==> src/hdl/tarl_pkg.sv <==
package tarl_pkg;

	localparam int TIME_BITS_DEF = 32;

	localparam int CFG_W   = 16;
	localparam int INDEX_W = 3;
	localparam int COUNT_W = 32;
	localparam int IN_TDATA_W  = 72;
	localparam int OUT_TDATA_W = 72;

	// configuration register indexes
	localparam logic [INDEX_W-1:0] REG_COOLDOWN_DANGER  = 3'd0;
	localparam logic [INDEX_W-1:0] REG_COOLDOWN_WARNING = 3'd1;
	localparam logic [INDEX_W-1:0] REG_COOLDOWN_CAUTION = 3'd2;
	localparam logic [INDEX_W-1:0] REG_COOLDOWN_ADVICE  = 3'd3;
	localparam logic [INDEX_W-1:0] REG_TTC_OVERRIDE     = 3'd4;
	localparam logic [INDEX_W-1:0] REG_CAUTION_GATE     = 3'd5;

	// risk levels
	localparam logic [1:0] LVL_CLEAR   = 2'd0;
	localparam logic [1:0] LVL_CAUTION = 2'd1;
	localparam logic [1:0] LVL_WARNING = 2'd2;
	localparam logic [1:0] LVL_DANGER  = 2'd3;

	// item kinds
	localparam logic KIND_FRAME  = 1'b0;
	localparam logic KIND_ADVICE = 1'b1;

	// result slot codes
	localparam logic [2:0] SLOT_NONE   = 3'd0;
	localparam logic [2:0] SLOT_ADVICE = 3'd4;

	typedef struct packed {
		logic [CFG_W-1:0] cooldown_danger_ms;
		logic [CFG_W-1:0] cooldown_warning_ms;
		logic [CFG_W-1:0] cooldown_caution_ms;
		logic [CFG_W-1:0] cooldown_advice_ms;
		logic [CFG_W-1:0] ttc_override_ms;
		logic [CFG_W-1:0] gate_range_mm;
	} cfg_t;

	typedef struct packed {
		logic        kind;
		logic [31:0] now_ms;
		logic [1:0]  threat_level;
		logic        ttc_valid;
		logic [15:0] min_ttc_ms;
		logic        threat_present;
		logic [15:0] threat_distance_mm;
	} item_t;

	typedef struct packed {
		logic               fired;
		logic [2:0]         alert_slot;
		logic               use_haptic;
		logic               by_escalation;
		logic               by_ttc_override;
		logic               suppressed;
		logic [COUNT_W-1:0] spoken_count;
		logic [COUNT_W-1:0] suppressed_count;
	} result_t;

endpackage

==> src/hdl/tarl_cfg_regs.sv <==
module tarl_cfg_regs (
	input  logic                           clk,
	input  logic                           arst_n,
	input  logic                           wr_en,
	input  logic [tarl_pkg::INDEX_W-1:0]   wr_index,
	input  logic [tarl_pkg::CFG_W-1:0]     wr_data,
	output tarl_pkg::cfg_t                 cfg
);

	tarl_pkg::cfg_t cfg_q;

	always_ff @(posedge clk or negedge arst_n) begin
		if (!arst_n) begin
			cfg_q.cooldown_danger_ms  <= 16'd2000;
			cfg_q.cooldown_warning_ms <= 16'd4000;
			cfg_q.cooldown_caution_ms <= 16'd6000;
			cfg_q.cooldown_advice_ms  <= 16'd15000;
			cfg_q.ttc_override_ms     <= 16'd1500;
			cfg_q.gate_range_mm       <= 16'd3000;
		end else if (wr_en) begin
			case (wr_index)
				tarl_pkg::REG_COOLDOWN_DANGER:  cfg_q.cooldown_danger_ms  <= wr_data;
				tarl_pkg::REG_COOLDOWN_WARNING: cfg_q.cooldown_warning_ms <= wr_data;
				tarl_pkg::REG_COOLDOWN_CAUTION: cfg_q.cooldown_caution_ms <= wr_data;
				tarl_pkg::REG_COOLDOWN_ADVICE:  cfg_q.cooldown_advice_ms  <= wr_data;
				tarl_pkg::REG_TTC_OVERRIDE:     cfg_q.ttc_override_ms     <= wr_data;
				tarl_pkg::REG_CAUTION_GATE:     cfg_q.gate_range_mm       <= wr_data;
				default: ;
			endcase
		end
	end

	assign cfg = cfg_q;

endmodule

==> src/hdl/tarl_core.sv <==
module tarl_core #(
	parameter int TimeBits = tarl_pkg::TIME_BITS_DEF
) (
	input  logic                clk,
	input  logic                arst_n,
	input  tarl_pkg::cfg_t      cfg,
	input  tarl_pkg::item_t     item,
	input  logic                advance,
	output tarl_pkg::result_t   result
);

	// entry 0 holds the advice slot, entries 1..3 the risk levels
	logic [TimeBits-1:0]          last_q [4];
	logic [3:0]                   ever_q;
	logic [1:0]                   prev_level_q;
	logic [tarl_pkg::COUNT_W-1:0] spoken_q;
	logic [tarl_pkg::COUNT_W-1:0] supp_q;

	logic [TimeBits-1:0] now_t;
	logic [TimeBits-1:0] elapsed [4];
	logic [TimeBits-1:0] cd_level;
	logic [3:0]          passed;
	logic                cool_ok;
	logic                esc;
	logic                ovr;
	logic                gated;
	logic                fire;
	logic                supp;
	logic                is_frame_alert;
	logic [1:0]          wr_slot;

	assign now_t = TimeBits'(item.now_ms);

	always_comb begin
		case (item.threat_level)
			tarl_pkg::LVL_DANGER:  cd_level = TimeBits'(cfg.cooldown_danger_ms);
			tarl_pkg::LVL_WARNING: cd_level = TimeBits'(cfg.cooldown_warning_ms);
			default:               cd_level = TimeBits'(cfg.cooldown_caution_ms);
		endcase
	end

	// elapsed time per slot, modulo the time width
	always_comb begin
		for (int s = 0; s < 4; s++) begin
			elapsed[s] = now_t - last_q[s];
		end
		passed[0] = !ever_q[0] || (elapsed[0] >= TimeBits'(cfg.cooldown_advice_ms));
		for (int s = 1; s < 4; s++) begin
			passed[s] = !ever_q[s] || (elapsed[s] >= cd_level);
		end
	end

	// this level and every higher level must be clear of recent alerts
	always_comb begin
		case (item.threat_level)
			tarl_pkg::LVL_CAUTION: cool_ok = passed[1] & passed[2] & passed[3];
			tarl_pkg::LVL_WARNING: cool_ok = passed[2] & passed[3];
			default:               cool_ok = passed[3];
		endcase
	end

	assign esc   = item.threat_level > prev_level_q;
	assign ovr   = item.ttc_valid && (item.min_ttc_ms < cfg.ttc_override_ms);
	assign gated = (item.threat_level == tarl_pkg::LVL_CAUTION) && item.threat_present
		&& (item.threat_distance_mm > cfg.gate_range_mm);

	always_comb begin
		fire = 1'b0;
		supp = 1'b0;
		is_frame_alert = 1'b0;
		if (item.kind == tarl_pkg::KIND_ADVICE) begin
			fire = passed[0];
			supp = !passed[0];
		end else if (item.threat_level != tarl_pkg::LVL_CLEAR) begin
			if (gated) begin
				supp = 1'b1;
			end else begin
				fire = esc || ovr || cool_ok;
				supp = !fire;
				is_frame_alert = fire;
			end
		end
	end

	assign wr_slot = (item.kind == tarl_pkg::KIND_ADVICE) ? 2'd0 : item.threat_level;

	always_comb begin
		result.fired            = fire;
		result.alert_slot       = !fire ? tarl_pkg::SLOT_NONE
			: (item.kind == tarl_pkg::KIND_ADVICE) ? tarl_pkg::SLOT_ADVICE
			: {1'b0, item.threat_level};
		result.use_haptic       = is_frame_alert
			&& (item.threat_level == tarl_pkg::LVL_CAUTION);
		result.by_escalation    = is_frame_alert && esc;
		result.by_ttc_override  = is_frame_alert && ovr;
		result.suppressed       = supp;
		result.spoken_count     = spoken_q + tarl_pkg::COUNT_W'(fire);
		result.suppressed_count = supp_q + tarl_pkg::COUNT_W'(supp);
	end

	always_ff @(posedge clk) begin
		if (advance && fire) begin
			last_q[wr_slot] <= now_t;
		end
	end

	always_ff @(posedge clk or negedge arst_n) begin
		if (!arst_n) begin
			ever_q       <= '0;
			prev_level_q <= tarl_pkg::LVL_CLEAR;
			spoken_q     <= '0;
			supp_q       <= '0;
		end else if (advance) begin
			if (fire) begin
				ever_q[wr_slot] <= 1'b1;
			end
			if (item.kind == tarl_pkg::KIND_FRAME) begin
				prev_level_q <= item.threat_level;
			end
			spoken_q <= result.spoken_count;
			supp_q   <= result.suppressed_count;
		end
	end

endmodule

==> src/hdl/tiered_alert_rate_limiter_unit.sv <==
// Tiered alert rate limiter. Each input transaction is a frame risk verdict
// (s_axis_tuser = 0) or an advice request (s_axis_tuser = 1) stamped with a
// millisecond time; each one yields exactly one result transaction saying
// whether an alert fired, in which slot, by which reason, and the running
// spoken and suppressed counts. Throughput is one transaction per clock while
// the result stream is not stalled; the input register loads at the accepting
// edge, the result register when the held item advances. The rate rests on the
// combinational decision path: four parallel elapsed-time compares against
// the per-slot fire stamps, whose updates land at the same edge that loads the
// result, so the next item sees them at once. The user must write cooldowns,
// the override threshold and the caution gate through the cfg port only while
// no item is in flight; the block does not enforce it, and cfg_ready is always
// high. Time stamps are kept TIME_BITS wide and compared modulo 2^TIME_BITS.
module tiered_alert_rate_limiter_unit #(
	parameter int TIME_BITS = tarl_pkg::TIME_BITS_DEF
) (
	input  logic                              clk,
	input  logic                              arst_n,
	// input stream
	input  logic                              s_axis_tvalid,
	output logic                              s_axis_tready,
	// tdata from bit 0: now_ms[31:0], threat level[33:32], ttc_valid[34],
	// min_ttc_ms[50:35], threat_present[51], threat_distance_mm[67:52], zero fill
	input  logic [tarl_pkg::IN_TDATA_W-1:0]   s_axis_tdata,
	// tuser: kind
	input  logic                              s_axis_tuser,
	// result stream
	output logic                              m_axis_tvalid,
	input  logic                              m_axis_tready,
	// tdata from bit 0: fired[0], alert_slot[3:1], use_haptic[4],
	// escalation reason[5], ttc override reason[6], suppressed[7],
	// spoken_count[39:8], suppressed_count[71:40]
	output logic [tarl_pkg::OUT_TDATA_W-1:0]  m_axis_tdata,
	// configuration writes
	input  logic                              cfg_valid,
	output logic                              cfg_ready,
	input  logic [tarl_pkg::INDEX_W-1:0]      cfg_index,
	input  logic [tarl_pkg::CFG_W-1:0]        cfg_data
);

	tarl_pkg::cfg_t    cfg;
	tarl_pkg::item_t   item_in;
	tarl_pkg::item_t   item_s1;
	tarl_pkg::result_t result;
	tarl_pkg::result_t result_s2;
	logic              valid_s1;
	logic              valid_s2;
	logic              advance;
	logic              in_accept;

	assign cfg_ready = 1'b1;

	tarl_cfg_regs u_cfg (
		.clk      (clk),
		.arst_n   (arst_n),
		.wr_en    (cfg_valid & cfg_ready),
		.wr_index (cfg_index),
		.wr_data  (cfg_data),
		.cfg      (cfg)
	);

	// unpack the input transaction
	always_comb begin
		item_in.kind               = s_axis_tuser;
		item_in.now_ms             = s_axis_tdata[31:0];
		item_in.threat_level       = s_axis_tdata[33:32];
		item_in.ttc_valid          = s_axis_tdata[34];
		item_in.min_ttc_ms         = s_axis_tdata[50:35];
		item_in.threat_present     = s_axis_tdata[51];
		item_in.threat_distance_mm = s_axis_tdata[67:52];
	end

	// advance the held item when the result register is free or draining
	assign advance       = valid_s1 && (!valid_s2 || m_axis_tready);
	assign s_axis_tready = !valid_s1 || advance;
	assign in_accept     = s_axis_tvalid && s_axis_tready;

	always_ff @(posedge clk) begin
		if (in_accept) begin
			item_s1 <= item_in;
		end
	end

	always_ff @(posedge clk or negedge arst_n) begin
		if (!arst_n) begin
			valid_s1 <= 1'b0;
		end else if (in_accept) begin
			valid_s1 <= 1'b1;
		end else if (advance) begin
			valid_s1 <= 1'b0;
		end
	end

	tarl_core #(
		.TimeBits (TIME_BITS)
	) u_core (
		.clk     (clk),
		.arst_n  (arst_n),
		.cfg     (cfg),
		.item    (item_s1),
		.advance (advance),
		.result  (result)
	);

	// hold the result until the consumer takes it
	always_ff @(posedge clk) begin
		if (advance) begin
			result_s2 <= result;
		end
	end

	always_ff @(posedge clk or negedge arst_n) begin
		if (!arst_n) begin
			valid_s2 <= 1'b0;
		end else if (advance) begin
			valid_s2 <= 1'b1;
		end else if (m_axis_tready) begin
			valid_s2 <= 1'b0;
		end
	end

	assign m_axis_tvalid = valid_s2;
	assign m_axis_tdata  = {result_s2.suppressed_count,
		result_s2.spoken_count,
		result_s2.suppressed,
		result_s2.by_ttc_override,
		result_s2.by_escalation,
		result_s2.use_haptic,
		result_s2.alert_slot,
		result_s2.fired};

endmodule

==> config.mk <==
export PLATFORM = sky130hd
export DESIGN_NAME = tiered_alert_rate_limiter_unit
export DESIGN_NICKNAME = d
export VERILOG_FILES = /design/src/hdl/tarl_pkg.sv /design/src/hdl/tarl_cfg_regs.sv /design/src/hdl/tarl_core.sv /design/src/hdl/tiered_alert_rate_limiter_unit.sv
export SDC_FILE = /design/constraint.sdc
export NUM_CORES = 1
export LEC_CHECK = 0
export BUFFER_PORTS_ARGS = -buffer_cell sky130_fd_sc_hd__buf_2
export CELL_PAD_IN_SITES_DETAIL_PLACEMENT = 0
export CELL_PAD_IN_SITES_GLOBAL_PLACEMENT = 1
export CORE_UTILIZATION = 49
export CTS_CLUSTER_DIAMETER = 80
export CTS_CLUSTER_SIZE = 10
export DETAILED_ROUTE_END_ITERATION = 16
export PLACE_DENSITY = 0.83
export SLEW_MARGIN = 5
export SYNTH_ARGS = -nofsm -noshare
export SYNTH_HDL_FRONTEND = slang
export SYNTH_HIERARCHICAL = 1
export SYNTH_SLANG_ARGS = --single-unit
==> constraint.sdc <==
create_clock -name clk -period 8.8 [get_ports clk]
set_clock_uncertainty 0.15 [all_clocks]
set_input_delay 2.64 -clock clk [delete_from_list [all_inputs] [get_ports clk]]
set_output_delay 2.64 -clock clk [all_outputs]
set_load 0.02 [all_outputs]
==> impl_metrics.ini <==
[status]
outcome = finished clean

[clock_network]
cts_root_buffer = clkbuf_16
clock_latency_ns = 0.60
h-tree-depth = 2
numClockSinks = 437
cts_buffers = 51
clk_pin_slew_worst_paths_ns = 0.06
cts_max_path_buffers = 3
cts_tree = done

[setup_path]
worst_setup_path_start_kind = flop
end_kind = flop
cp_top_family = simple AND/OR/NAND/NOR gates
max_stage_delay_ns = 0.45
worst-r2r-cell-count = 38
crit_top_cell = and3_1
rrSetupSlack_ns = 0.59
path_buf_inv = 3
r2r-end = m_axis_tdata[68]$_DFFE_PP_
cp.arrival_ns = 8.41
path_class = flop to flop
cp_max_fo = 5
critPathSlowestCell = edfxtp_1
worst_ep_required_time_ns = 9.00
timing.rr.start = item_s1[36]$_DFFE_PP_

[floorplan]
die_area_um2 = 54600
row_count = 84
io_pins = 172
die_y_um = 234
core_um2 = 52800
start_util_pct = 49.8
die_w_um = 234

[pwr]
power.total_mw = 5.74
power_density_nw_per_um2 = 194
peakVddDrop_mv = 0.177
p_leak_nw = 13.0

[layout]
syn_to_final_growth_pct = 12.7
diodes = 0
instances_no_fill = 3376
multi_input_area_um2 = 12900
drive_above_1_share_pct = 17.1
regArea_um2 = 12300
fin_nets = 2979
layout.filler_cells = 4577

[synthesis]
ys_ff_latch = 437
synth_edf_count = 269
synth.area.top_cells = edfxtp_1, dfrtp_1, ha_1
netlist_instances = 2440
synth_area_um2 = 26300
synth.yosys.seq_area_share_pct = 46.9
synth_top_area_share_pct = 30.7
syn-num-nets = 2770
yosys-top-cells-count = edfxtp_1, ha_1, inv_1
avgSynthCellArea_um2 = 10.8
synth_top_flop_cell = edfxtp_1
ys_warn_count = 6
yosysUniqueCellTypes = 94
yosys.area.top_type = edfxtp_1
yosysMostFrequentCell = edfxtp_1
postSynth.asyncResetShare_pct = 38.4

[sta]
relSlewSlack_pct = 30.8
fin_ws_ns = 0.591
tns_ns = 0
fmax_ghz = 0.122
finalCritPeriodShare_pct = 93.3
slew_viol_final = 0
worst-slew-pin-transition_ns = 1.04
min_period_ns = 8.21
setup_viol = 0
final_hold_viol_count = 0

[placement]
pre_cts_slack_ns = 0.504
hpwlAfterDp_mm = 49.9
numPortBuffers = 166
place_congestion = 0.912
dp_cells = 3283

[route]
via_count = 19257
viasPerCell = 5.70
wl_mm = 66.4
firstDrtPassIters = 14
drcViolationCount = 0
first_iter_violations = 1227
ant_nets = 0
avgRoutedWirePerCell_um = 19.7

[global_route]
grt_max_degree = 111
grt_overflow = 0
grt_usage_pct = 24.3
grt_pass1_wl_mm = 104
antenna_found_initial = 1
grt_pass1_vias = 18608

[hold_path]
holdCritPathClass = flop to flop
hold_start = u_core/ever_q[2]$_DFFE_PN0N_
hold_depth = 1
worstHoldEndpoint = u_core/ever_q[2]$_DFFE_PN0N_

[job]
cap_viol_max_count = 0
[sequential cells by signal (all words and copies together), names as in the netlist]
signal and cells:
u_core/last_q 128, u_cfg/cfg 96, m_axis_tdata 72, item_s1 69, u_core/spoken_q 32, u_core/supp_q 32, u_core/ever_q 4, u_core/prev_level_q 2
m_axis_tvalid 1, valid_s1 1
[metal layers]
metal | global-route usage, % | vias up | part of all wire [%]
met3 | 3.30 | 85 | 4.4
met4 | 5.44 | 2 | 1.8
met2 | 39.1 | 402 | 47
met5 | 0 | - | 0.020
met1 | 34.7 | 9444 | 47
li1 | - | 9324 | -
[cells in the final DEF, fill, tap and decap left out, types with 39 or more instances in the layout]
cell type / n
edfxtp_1: 269
ha_1: 228
inv_1: 207
nand2_1: 192
buf_2: 165
a21oi_1: 160
dfrtp_1: 128
xnor2_1: 121
nor2_1: 112
mux2_2: 100
o21ai_0: 87
xor2_1: 84
buf_4: 59
nand3_1: 56
a21o_1: 54
and3_1: 53
clkbuf_16: 52
nand4_1: 49
dfstp_2: 40
nor3_1: 39
[report_power, final]
part / internal (mW) / switching [mW]
clock: 1.13 / 0.832
combinational: 0.517 / 0.704
sequential: 2.43 / 0.128
total: 4.07 / 1.66
[layout make-up]
class,instances,area share [%]
flip-flops and latches,437,41.6
well taps,688,2.91
clock buffers,86,4.82
multi-input cells,1727,43.4
clock inverters,6,0.283
repair buffers,225,4.32
inverters,207,2.62
[through the flow]
step	util (%)	cell area, um^2	hold slack (ns)
3_5_place_dp	53.2	28100	0.310
4_1_cts	56.1	29600	0.323
2_1_floorplan	-	26300	0.286
3_3_place_gp	53.2	28100	0.300
5_1_grt	56.2	29600	0.348
6_report	56.2	29600	0.320
[how the worst max path moves through the flow]
stage | from | cells past startpoint | to | slack (ns)
after floorplan | m_axis_tready | 6 | u_core/last_q[1][0]$_DFFE_PP_ | 0.48
after global placement | item_s1[36]$_DFFE_PP_ | 34 | m_axis_tdata[38]$_DFFE_PP_ | 0.64
after detailed placement | item_s1[36]$_DFFE_PP_ | 34 | m_axis_tdata[38]$_DFFE_PP_ | 0.50
after CTS | item_s1[36]$_DFFE_PP_ | 34 | m_axis_tdata[38]$_DFFE_PP_ | 0.43
after global routing | item_s1[36]$_DFFE_PP_ | 38 | m_axis_tdata[68]$_DFFE_PP_ | -0.005
final | item_s1[36]$_DFFE_PP_ | 38 | m_axis_tdata[68]$_DFFE_PP_ | 0.59
[cells by family (layout without fill, tap and decap cells)]
| group | count (synthesis) | after routing | synth area share, % |
|---|---|---|---|
| adder cells (fa/ha/maj) | 233 | 233 | 11.2 |
| AO/OA/AOI/OAI | 545 | 545 | 13.8 |
| XOR/XNOR | 205 | 205 | 6.83 |
| flip-flops | 437 | 437 | 46.9 |
| multiplexers | 111 | 111 | 4.71 |
| buffers and inverters | 276 | 524 | 4.27 |
| AND/OR/NAND/NOR | 632 | 632 | 12.2 |
| other | 1 | 1 | 0.0143 |
[timing repair]
| item | 4_1_cts | 5_1_grt |
|---|---|---|
| endpoints found under the setup margin | 0 | 27 |
| hold buffers | 0 | 0 |
| buffers inserted | 0 | 1 |
| hold endpoints to repair | 0 | 0 |
| resized for setup | 0 | 6 |
Note: power is estimated with default switching activity, not from simulation.
